## config.mk

```make
export PLATFORM = sky130hd
export DESIGN_NAME = stencil_weighted_attribute_smoother
export DESIGN_NICKNAME = d
export VERILOG_FILES = /design/src/hdl/swas_pkg.sv /design/src/hdl/swas_front.sv /design/src/hdl/swas_back.sv /design/src/hdl/stencil_weighted_attribute_smoother.sv
export SDC_FILE = /design/constraint.sdc
export NUM_CORES = 2
export LEC_CHECK = 0
export BUFFER_PORTS_ARGS = -buffer_cell sky130_fd_sc_hd__buf_4
export CAP_MARGIN = 10
export CORE_ASPECT_RATIO = 0.6
export CORE_MARGIN = 4
export CORE_UTILIZATION = 35
export DETAILED_ROUTE_END_ITERATION = 12
export GPL_TIMING_DRIVEN = 0
export PLACE_DENSITY = 0.55
export SLEW_MARGIN = 20
export SYNTH_ARGS = -nofsm -noshare
export SYNTH_HDL_FRONTEND = slang
export SYNTH_SLANG_ARGS = --single-unit
```

## constraint.sdc

```tcl
create_clock -name clk -period 23.5 [get_ports clk]
set_clock_uncertainty 0.15 [all_clocks]
set_input_delay 3.525 -clock clk [delete_from_list [all_inputs] [get_ports clk]]
set_output_delay 3.525 -clock clk [all_outputs]
set_load 0.01 [all_outputs]
```

## src/hdl/swas_pkg.sv

```systemverilog
// swas_pkg: word types and constants for the stencil weighted attribute smoother
// used by swas_front, swas_back and stencil_weighted_attribute_smoother
package swas_pkg;

  typedef struct packed {
    logic              func;
    logic              smooth_point;
    logic signed [15:0] coord_x;
    logic signed [15:0] coord_y;
    logic signed [15:0] coord_z;
    logic signed [15:0] attr_value;
    logic              last;
  } in_word_t;

  typedef struct packed {
    logic signed [15:0] smoothed_value;
    logic              was_coincident;
  } out_word_t;

  // classified word handed from front to back
  typedef struct packed {
    logic              is_center;
    logic              is_last;
    logic              smooth;
    logic signed [15:0] coord_x;
    logic signed [15:0] coord_y;
    logic signed [15:0] coord_z;
    logic signed [15:0] attr_value;
  } fb_word_t;

  localparam logic       FUNC_CENTER  = 1'b0;
  localparam logic [1:0] MODE_UNIT    = 2'd0;
  localparam logic [1:0] MODE_INV     = 2'd1;
  localparam logic [1:0] MODE_INV_SQ  = 2'd2;
  localparam logic [1:0] MODE_SPARE   = 2'd3;
  localparam logic [15:0] RELAX_ONE   = 16'd32768;
  localparam logic [15:0] RELAX_RESET = 16'd3277;
  localparam logic       REG_RELAX    = 1'b0;
  localparam logic       REG_MODE     = 1'b1;

endpackage

```

## src/hdl/swas_front.sv

```systemverilog
// swas_front: input acceptance, word classification and a four-entry queue
// depends on swas_pkg
module swas_front
  import swas_pkg::*;
(
  input  logic      clk,
  input  logic      rst,
  input  logic      in_valid,
  output logic      in_stall,
  input  in_word_t  in_data,
  output logic      q_valid,
  output fb_word_t  q_word,
  input  logic      q_pop
);

  fb_word_t   mem [4];
  logic [1:0] wr_ptr;
  logic [1:0] rd_ptr;
  logic [2:0] fill;
  logic       push;
  fb_word_t   cls;

  assign in_stall = (fill == 3'd4);
  assign push     = in_valid && !in_stall;
  assign q_valid  = (fill != 3'd0);
  assign q_word   = mem[rd_ptr];

  always_comb begin
    cls.is_center  = (in_data.func == FUNC_CENTER);
    cls.is_last    = in_data.last;
    cls.smooth     = in_data.smooth_point;
    cls.coord_x    = in_data.coord_x;
    cls.coord_y    = in_data.coord_y;
    cls.coord_z    = in_data.coord_z;
    cls.attr_value = in_data.attr_value;
  end

  always_ff @(posedge clk) begin
    if (push) begin
      mem[wr_ptr] <= cls;
    end
  end

  always_ff @(posedge clk) begin
    if (rst) begin
      wr_ptr <= 2'd0;
      rd_ptr <= 2'd0;
      fill   <= 3'd0;
    end else begin
      if (push) begin
        wr_ptr <= wr_ptr + 2'd1;
      end
      if (q_pop) begin
        rd_ptr <= rd_ptr + 2'd1;
      end
      if (push && !q_pop) begin
        fill <= fill + 3'd1;
      end else if (!push && q_pop) begin
        fill <= fill - 3'd1;
      end
    end
  end

endmodule

```

## src/hdl/swas_back.sv

```systemverilog
// swas_back: stencil accumulation, serial divider, serial square root and blend
// depends on swas_pkg
module swas_back
  import swas_pkg::*;
#(
  parameter int MAX_NEIGHBORS = 64
)
(
  input  logic       clk,
  input  logic       rst,
  input  logic       q_valid,
  input  fb_word_t   q_word,
  output logic       q_pop,
  input  logic [15:0] relax_factor,
  input  logic [1:0] weight_mode,
  output logic       out_valid,
  input  logic       out_stall,
  output out_word_t  out_data
);

  localparam int CW = $clog2(MAX_NEIGHBORS + 1);

  localparam logic [4:0] S_IDLE = 5'd0;
  localparam logic [4:0] S_SQ0  = 5'd1;
  localparam logic [4:0] S_SQ1  = 5'd2;
  localparam logic [4:0] S_SQ2  = 5'd3;
  localparam logic [4:0] S_SQ3  = 5'd4;
  localparam logic [4:0] S_CLS  = 5'd5;
  localparam logic [4:0] S_DIV  = 5'd6;
  localparam logic [4:0] S_SQRT = 5'd7;
  localparam logic [4:0] S_WV   = 5'd8;
  localparam logic [4:0] S_ACC  = 5'd9;
  localparam logic [4:0] S_FIN  = 5'd10;
  localparam logic [4:0] S_BL0  = 5'd11;
  localparam logic [4:0] S_BL1  = 5'd12;
  localparam logic [4:0] S_BL2  = 5'd13;
  localparam logic [4:0] S_OUT  = 5'd14;

  localparam logic [1:0] DK_INV_SQ = 2'd0;
  localparam logic [1:0] DK_INV    = 2'd1;
  localparam logic [1:0] DK_AVG    = 2'd2;

  logic [4:0]          state;
  fb_word_t            cur;
  logic signed [15:0]  cx, cy, cz, cv;
  logic                smooth_en;
  logic signed [55:0]  wsum;
  logic [39:0]         wtot;
  logic                coin_seen;
  logic signed [15:0]  coin_val;
  logic [CW-1:0]       count;
  logic [33:0]         d2;
  logic signed [52:0]  prod;
  logic [32:0]         w;
  logic [71:0]         dvd;
  logic [71:0]         quo;
  logic [39:0]         rem;
  logic [39:0]         dvsr;
  logic [6:0]          steps;
  logic [1:0]          dkind;
  logic [63:0]         sx;
  logic [34:0]         srem;
  logic [31:0]         root;
  logic                neg;
  logic signed [34:0]  avg;
  logic signed [49:0]  acc;
  logic signed [15:0]  res;
  logic                res_coin;

  logic signed [34:0]  mul_a;
  logic signed [17:0]  mul_b;
  logic signed [16:0]  dx, dy, dz;
  logic [15:0]         rc;
  logic [1:0]          mode_eff;
  logic [40:0]         rem_sh;
  logic                dge;
  logic [39:0]         rem_nx;
  logic [71:0]         quo_nx;
  logic [36:0]         srem_sh;
  logic [36:0]         trial;
  logic                sge;
  logic [31:0]         root_nx;
  logic [34:0]         qmag;
  logic [54:0]         mag;
  logic signed [49:0]  num;
  logic signed [18:0]  shr;
  logic                load_out;

  assign dx = {cur.coord_x[15], cur.coord_x} - {cx[15], cx};
  assign dy = {cur.coord_y[15], cur.coord_y} - {cy[15], cy};
  assign dz = {cur.coord_z[15], cur.coord_z} - {cz[15], cz};
  assign rc = (relax_factor > RELAX_ONE) ? RELAX_ONE : relax_factor;
  assign mode_eff = (weight_mode == MODE_SPARE) ? MODE_INV_SQ : weight_mode;
  assign q_pop = (state == S_IDLE) && q_valid;
  assign load_out = (state == S_OUT) && (!out_valid || !out_stall);

  always_comb begin
    mul_a = '0;
    mul_b = '0;
    case (state)
      S_SQ0: begin
        mul_a = 35'(dx);
        mul_b = 18'(dx);
      end
      S_SQ1: begin
        mul_a = 35'(dy);
        mul_b = 18'(dy);
      end
      S_SQ2: begin
        mul_a = 35'(dz);
        mul_b = 18'(dz);
      end
      S_WV: begin
        mul_a = $signed({2'b00, w});
        mul_b = 18'(cur.attr_value);
      end
      S_BL0: begin
        mul_a = $signed({18'd0, 17'd32768 - {1'b0, rc}});
        mul_b = 18'(cv);
      end
      S_BL1: begin
        mul_a = avg;
        mul_b = $signed({2'b00, rc});
      end
      default: begin
        mul_a = '0;
        mul_b = '0;
      end
    endcase
  end

  // one restoring divider step, one square root step, the wsum magnitude and the blend rounding
  always_comb begin
    rem_sh  = {rem, dvd[71]};
    dge     = (rem_sh >= {1'b0, dvsr});
    rem_nx  = dge ? 40'(rem_sh - {1'b0, dvsr}) : rem_sh[39:0];
    quo_nx  = {quo[70:0], dge};
    srem_sh = {srem, sx[63:62]};
    trial   = {3'd0, root, 2'b01};
    sge     = (srem_sh >= trial);
    root_nx = {root[30:0], sge};
    qmag    = quo_nx[34:0];
    mag     = wsum[55] ? 55'(-wsum) : wsum[54:0];
    num     = acc + 50'(prod) + 50'sd1073741824;
    shr     = num[49:31];
  end

  always_ff @(posedge clk) begin
    prod <= mul_a * mul_b;
  end

  always_ff @(posedge clk) begin
    if (rst) begin
      state     <= S_IDLE;
      cx        <= '0;
      cy        <= '0;
      cz        <= '0;
      cv        <= '0;
      smooth_en <= 1'b0;
      wsum      <= '0;
      wtot      <= '0;
      coin_seen <= 1'b0;
      coin_val  <= '0;
      count     <= '0;
      out_valid <= 1'b0;
    end else begin
      if (load_out) begin
        out_valid <= 1'b1;
      end else if (out_valid && !out_stall) begin
        out_valid <= 1'b0;
      end
      case (state)
        S_IDLE: begin
          if (q_valid) begin
            cur <= q_word;
            if (q_word.is_center) begin
              cx        <= q_word.coord_x;
              cy        <= q_word.coord_y;
              cz        <= q_word.coord_z;
              cv        <= q_word.attr_value;
              smooth_en <= q_word.smooth;
              wsum      <= '0;
              wtot      <= '0;
              coin_seen <= 1'b0;
              coin_val  <= '0;
              count     <= '0;
              state     <= q_word.is_last ? S_FIN : S_IDLE;
            end else if (count < CW'(MAX_NEIGHBORS)) begin
              state <= S_SQ0;
            end else begin
              state <= q_word.is_last ? S_FIN : S_IDLE;
            end
          end
        end
        S_SQ0: begin
          state <= S_SQ1;
        end
        S_SQ1: begin
          d2    <= prod[33:0];
          state <= S_SQ2;
        end
        S_SQ2: begin
          d2    <= d2 + prod[33:0];
          state <= S_SQ3;
        end
        S_SQ3: begin
          d2    <= d2 + prod[33:0];
          state <= S_CLS;
        end
        S_CLS: begin
          count <= count + CW'(1);
          rem   <= '0;
          quo   <= '0;
          dvd   <= {1'b1, 71'd0};
          dvsr  <= {6'd0, d2};
          if (d2 == '0) begin
            coin_seen <= 1'b1;
            coin_val  <= cur.attr_value;
            state     <= cur.is_last ? S_FIN : S_IDLE;
          end else if (mode_eff == MODE_UNIT || (mode_eff == MODE_INV && d2 == 34'd1)) begin
            w     <= 33'h1_0000_0000;
            state <= S_WV;
          end else if (mode_eff == MODE_INV) begin
            steps <= 7'd65;
            dkind <= DK_INV;
            state <= S_DIV;
          end else begin
            steps <= 7'd33;
            dkind <= DK_INV_SQ;
            state <= S_DIV;
          end
        end
        S_DIV: begin
          rem   <= rem_nx;
          quo   <= quo_nx;
          dvd   <= {dvd[70:0], 1'b0};
          if (steps == 7'd1) begin
            case (dkind)
              DK_INV: begin
                sx    <= quo_nx[63:0];
                srem  <= '0;
                root  <= '0;
                steps <= 7'd32;
                state <= S_SQRT;
              end
              DK_AVG: begin
                if (neg) begin
                  avg <= (rem_nx != '0) ? -$signed(qmag) - 35'sd1 : -$signed(qmag);
                end else begin
                  avg <= $signed(qmag);
                end
                state <= S_BL0;
              end
              default: begin
                w     <= (quo_nx[32:0] == '0) ? 33'd1 : quo_nx[32:0];
                state <= S_WV;
              end
            endcase
          end else begin
            steps <= steps - 7'd1;
          end
        end
        S_SQRT: begin
          srem  <= sge ? 35'(srem_sh - trial) : srem_sh[34:0];
          root  <= root_nx;
          sx    <= {sx[61:0], 2'b00};
          steps <= steps - 7'd1;
          if (steps == 7'd1) begin
            w     <= (root_nx == '0) ? 33'd1 : {1'b0, root_nx};
            state <= S_WV;
          end
        end
        S_WV: begin
          state <= S_ACC;
        end
        S_ACC: begin
          wsum  <= wsum + 56'(prod);
          wtot  <= wtot + 40'(w);
          state <= cur.is_last ? S_FIN : S_IDLE;
        end
        S_FIN: begin
          res_coin <= smooth_en && coin_seen;
          if (!smooth_en) begin
            res   <= cv;
            state <= S_OUT;
          end else if (coin_seen) begin
            avg   <= $signed({{3{coin_val[15]}}, coin_val, 16'd0});
            state <= S_BL0;
          end else if (wtot == '0) begin
            avg   <= '0;
            state <= S_BL0;
          end else begin
            neg   <= wsum[55];
            rem   <= '0;
            quo   <= '0;
            dvd   <= {mag, 17'd0};
            dvsr  <= wtot;
            steps <= 7'd71;
            dkind <= DK_AVG;
            state <= S_DIV;
          end
        end
        S_BL0: begin
          state <= S_BL1;
        end
        S_BL1: begin
          acc   <= 50'(prod) <<< 16;
          state <= S_BL2;
        end
        S_BL2: begin
          if (shr > 19'sd32767) begin
            res <= 16'sh7fff;
          end else if (shr < -19'sd32768) begin
            res <= 16'sh8000;
          end else begin
            res <= shr[15:0];
          end
          state <= S_OUT;
        end
        S_OUT: begin
          if (load_out) begin
            out_data.smoothed_value <= res;
            out_data.was_coincident <= res_coin;
            state     <= S_IDLE;
          end
        end
        default: begin
          state <= S_IDLE;
        end
      endcase
    end
  end

  a_count_bound: assert property (@(posedge clk) disable iff (rst)
    count <= CW'(MAX_NEIGHBORS))
    else $error("neighbour count beyond limit");

  a_load_shows: assert property (@(posedge clk) disable iff (rst)
    load_out |=> out_valid)
    else $error("result word not presented");

  a_weight_nonzero: assert property (@(posedge clk) disable iff (rst)
    state == S_ACC |-> w != '0)
    else $error("zero weight accumulated");

  a_pop_idle: assert property (@(posedge clk) disable iff (rst)
    q_pop |=> state != S_OUT)
    else $error("pop while result pending");

endmodule

```

## src/hdl/stencil_weighted_attribute_smoother.sv

```systemverilog
// stencil_weighted_attribute_smoother: top level, register port, front and back
// back, one word at a time: centre latched; neighbour weighted unit, 1/d^2 or 1/d,
// none if coincident; closing word may add the 71-step average divide, then the blend
// unless smoothing is off; words wait in the four-word front queue while the back is busy
// reset: synchronous, clears queue, accumulators and restores register defaults
module stencil_weighted_attribute_smoother
  import swas_pkg::*;
#(
  parameter int MAX_NEIGHBORS = 64
)
(
  input  logic        clk,
  input  logic        rst,
  input  logic        in_valid,
  output logic        in_stall,
  input  in_word_t    in_data,
  output logic        out_valid,
  input  logic        out_stall,
  output out_word_t   out_data,
  input  logic        psel,
  input  logic        penable,
  input  logic        pwrite,
  input  logic [2:0]  paddr,
  input  logic [31:0] pwdata,
  output logic [31:0] prdata,
  output logic        pready
);

  logic [15:0] relax_factor;
  logic [1:0]  weight_mode;
  logic        q_valid;
  logic        q_pop;
  fb_word_t    q_word;

  assign pready = 1'b1;
  assign prdata = (paddr[2] == REG_MODE) ? {30'd0, weight_mode} : {16'd0, relax_factor};

  always_ff @(posedge clk) begin
    if (rst) begin
      relax_factor <= RELAX_RESET;
      weight_mode  <= MODE_INV_SQ;
    end else if (psel && penable && pwrite && pready) begin
      if (paddr[2] == REG_RELAX) begin
        relax_factor <= pwdata[15:0];
      end else begin
        weight_mode <= pwdata[1:0];
      end
    end
  end

  swas_front u_front (
    .clk      (clk),
    .rst      (rst),
    .in_valid (in_valid),
    .in_stall (in_stall),
    .in_data  (in_data),
    .q_valid  (q_valid),
    .q_word   (q_word),
    .q_pop    (q_pop)
  );

  swas_back #(
    .MAX_NEIGHBORS (MAX_NEIGHBORS)
  ) u_back (
    .clk          (clk),
    .rst          (rst),
    .q_valid      (q_valid),
    .q_word       (q_word),
    .q_pop        (q_pop),
    .relax_factor (relax_factor),
    .weight_mode  (weight_mode),
    .out_valid    (out_valid),
    .out_stall    (out_stall),
    .out_data     (out_data)
  );

endmodule
```

==> metrics.txt <==
# TYPE chip_impl_metric gauge
chip_impl_info{name="status",value="completed"} 1
chip_impl_metric{name="detailedPlace.worstSlack",unit="ps"} 10280
chip_impl_metric{name="fraction_of_the_mapped_netlist_area_in_adder_cells",unit="%"} 22.0
chip_impl_metric{name="slew_at_the_pin_closest_to_its_max_slew_limit",unit="ps"} 1300
chip_impl_info{name="critical_path_class",value="flip-flop to flip-flop"} 1
chip_impl_metric{name="cts_htree_levels",unit=""} 3
chip_impl_metric{name="synth_async_sr_flop_share",unit="%"} 0
chip_impl_metric{name="critical_path_arrival",unit="ps"} 14350
chip_impl_info{name="top_ff_cell_synth",value="edfxtp_1"} 1
chip_impl_metric{name="synthXorXnorAreaFrac",unit="%"} 4.08
chip_impl_metric{name="min_period_over_period",unit="%"} 59.2
chip_impl_metric{name="fin_setup_tns",unit="ps"} 0
chip_impl_metric{name="clock_sink_total",unit=""} 1112
chip_impl_info{name="regToRegStartpoint",value="u_back.cz[0]$_SDFFE_PP0P_"} 1
chip_impl_metric{name="overflow",unit=""} 0
chip_impl_metric{name="post_synth_and_or_nand_nor_area_fraction",unit="%"} 15.5
chip_impl_metric{name="die-height",unit="microns"} 380
chip_impl_metric{name="postRouteAntennaNets",unit=""} 0
chip_impl_metric{name="detailedRoute.firstIterationViolations",unit=""} 8139
chip_impl_metric{name="fillers",unit=""} 22700
chip_impl_metric{name="hpwl",unit="microns"} 241000
chip_impl_info{name="kind_of_cell_adding_the_most_delay_to_the_critical_path",value="compound AO/OA/AOI/OAI gates"} 1
chip_impl_metric{name="mux_share_of_post_synthesis_cell_area",unit="%"} 2.27
chip_impl_metric{name="route.detailed.vias_per_inst",unit=""} 5.50
chip_impl_info{name="cts_tree",value="built"} 1
chip_impl_metric{name="area_growth_from_synthesis_to_layout",unit="%"} 11.8
chip_impl_info{name="worst_setup_path_startpoint",value="u_back.cz[0]$_SDFFE_PP0P_"} 1
chip_impl_metric{name="cp_data_required_time",unit="ps"} 23940
chip_impl_metric{name="grt_first_pass_wirelength",unit="microns"} 432000
chip_impl_metric{name="synth_sequential_area_ratio",unit="%"} 38.0
chip_impl_metric{name="fin_util",unit="%"} 39.4
chip_impl_metric{name="io-pin-count",unit=""} 161
chip_impl_metric{name="yosysWarnings",unit=""} 0
chip_impl_info{name="worstSetupEndpointType",value="flip-flop"} 1
chip_impl_metric{name="count_of_buffers_from_port_buffering",unit=""} 123
chip_impl_metric{name="overall_fraction_of_global_route_tracks_in_use",unit="%"} 24.5
chip_impl_metric{name="achievable-frequency",unit="MHz"} 71.9
chip_impl_metric{name="start_util",unit="%"} 35.2
chip_impl_metric{name="route.detailed.wl_per_inst",unit="microns"} 25.3
chip_impl_metric{name="largest_net_degree_at_the_start_of_global_routing",unit=""} 43
chip_impl_metric{name="final-max-slew-violation-count",unit=""} 0
chip_impl_metric{name="count_of_tritonroute_iterations_in_the_first_routing_pass",unit=""} 9
chip_impl_metric{name="slew_headroom",unit="%"} 12.3
chip_impl_metric{name="gp_routability_congestion",unit=""} 0.973
chip_impl_metric{name="cts-buffers-inserted",unit=""} 108
chip_impl_metric{name="grt_antenna_before_repair",unit=""} 32
chip_impl_metric{name="layout-drive-gt1-share",unit="%"} 6.72
chip_impl_info{name="timing.critical_path.slowest_stage_cell",value="a211oi_1"} 1
chip_impl_metric{name="slowest_delay",unit="ps"} 930
chip_impl_metric{name="ys_ff_latch",unit=""} 1112
chip_impl_metric{name="synth.avg_cell_area",unit="sq um"} 9.77
chip_impl_metric{name="clock_insertion_delay_worst_skew",unit="ps"} 790
chip_impl_metric{name="synth_enable_flop_cells",unit=""} 842
chip_impl_metric{name="fin_ws",unit="ps"} 9600
chip_impl_info{name="largest_family_of_logic_cells_by_synthesized_area",value="adder cells"} 1
chip_impl_info{name="min_path_type",value="flip-flop to flip-flop"} 1
chip_impl_metric{name="coreArea",unit="sq um"} 229000
chip_impl_metric{name="timing.critical_path.fanout_max",unit=""} 10
chip_impl_info{name="final_common_cell",value="nand2_1"} 1
chip_impl_metric{name="detail_route.wirelength",unit="microns"} 297000
chip_impl_metric{name="post-route-drc-count",unit=""} 0
chip_impl_metric{name="total_vias_in_the_final_route",unit=""} 64500
chip_impl_metric{name="clk_pin_slew_worst_paths",unit="ps"} 70
chip_impl_info{name="cp_startpoint_kind",value="flip-flop"} 1
chip_impl_metric{name="drv.max_cap_violation_count",unit=""} 0
chip_impl_metric{name="compound_cell_area_share_of_the_yosys_netlist",unit="%"} 11.8
chip_impl_info{name="layout.cells.most_common_list",value="nand2_1 (1331), inv_1 (938), edfxtp_1 (842)"} 1
chip_impl_metric{name="hold_viol",unit=""} 0
chip_impl_metric{name="post_cts_resized",unit=""} 0
chip_impl_metric{name="placement_rows",unit=""} 136
chip_impl_metric{name="die-area",unit="sq um"} 239000
chip_impl_metric{name="finalHoldWorstSlack",unit="ps"} 235
chip_impl_metric{name="postCtsHoldBufs",unit=""} 0
chip_impl_metric{name="post_synth_inst_count",unit=""} 8265
chip_impl_metric{name="max-clock-path-buffers",unit=""} 3
chip_impl_metric{name="setup-violations-final",unit=""} 0
chip_impl_metric{name="synth_cell_type_count",unit=""} 107
chip_impl_metric{name="post_synth_instance_area",unit="sq um"} 80700
chip_impl_metric{name="min_clock_period_post_route",unit="ps"} 13900
chip_impl_metric{name="grt_pass1_vias",unit=""} 61400
chip_impl_metric{name="cts_setup_buffers",unit=""} 0
chip_impl_metric{name="nNetsFinal",unit=""} 9759
chip_impl_info{name="cts.root.buffer_cell",value="clkbuf_16"} 1
chip_impl_info{name="worst_hold_launch",value="u_back.res[2]$_DFFE_PP_"} 1
chip_impl_info{name="rsz0062_at_grt",value="no"} 1
chip_impl_info{name="crit_top_cell",value="o21ai_0"} 1
chip_impl_metric{name="worst-path-buf-inv",unit=""} 5
chip_impl_metric{name="die_w",unit="microns"} 628
[Yosys cell counts, drive strengths merged (52+ instances only)]
cell type	count	area, sq um
nand2	1332	5000
inv	940	3530
edfxtp	842	25300
fa	610	12200
nor2	581	2180
a21oi	499	2500
ha	446	5580
o21ai	311	1560
clkbuf	306	1150
dfxtp	270	5410
xnor2	204	1790
a21o	183	1380
xor2	172	1510
nand3	162	826
and2	130	813
nor3	101	510
buf	84	394
a22oi	81	608
nor2b	78	488
or3	70	438
mux4	68	1530
and3	63	394
nand4	60	375
nor4	57	369
nand2b	52	325
[cells by family (layout without fill, tap and decap cells)]
family / count (synthesis) / after routing
adders and majority gates: 1056 / 1056
AOI/OAI and AO/OA: 1500 / 1500
DFF: 1112 / 1112
other: 2 / 29
buffers and inverters: 1330 / 1738
and+or+nand+nor: 2792 / 2792
xor gates and xnor gates: 376 / 376
muxes: 97 / 97
[per-layer routing]
| layer | routed length [microns] | global-route usage, % | vias up |
|---|---|---|---|
| met5 | 0 | 0 | - |
| met3 | 38300 | 8.26 | 301 |
| met4 | 6760 | 5.21 | 0 |
| met2 | 110000 | 31.2 | 3162 |
| met1 | 142000 | 38.9 | 32300 |
| li1 | - | - | 28800 |
[area by class of cell]
type	count	area, sq um	area share (%)
repair buffers	204	1890	2.09
inverters	940	3530	3.91
plain buffers	390	1560	1.73
diodes	12	30.0	0.0333
multi-input cells	5838	45200	50.0
well taps	3036	3800	4.21
clock inverters	65	653	0.723
clock buffers	139	2970	3.29
flip-flops and latches	1112	30700	34.0
[state kept, by name, indices dropped and copies added (netlist names), 33 cells and up, named ones only]
name	flops
u_front.mem	268
u_back.dvsr	40
u_back.srem	35
u_back.acc	34
u_back.rem	40
u_back.wtot	40
u_back.w	33
u_back.dvd	55
u_back.cur	65
u_back.prod	53
u_back.d2	34
u_back.avg	35
u_back.wsum	56
u_back.sx	64
u_back.quo	63
[path summary, 6_finish.rpt]
path                                        to  slack (ps)  cells past startpoint
setup / recovery       u_back.prod[50]$_DFF_P_        9600                     42
hold / removal    u_back.out_data[3]$_DFFE_PP_         230                      0
setup reg to reg       u_back.prod[50]$_DFF_P_        9600                     42
hold reg to reg   u_back.out_data[3]$_DFFE_PP_         230                      0
[per-stage QoR]
step	area, sq um	std cells
after global routing	90300	11700
after floorplan	80800	8280
final	90300	11700
after detailed placement	86600	11500
after CTS	90200	11700
after global placement	85500	11400
Power is left out: the tool's default activity adds up to more than one toggle a clock period on the data nets, which glitch-free logic cannot reach.
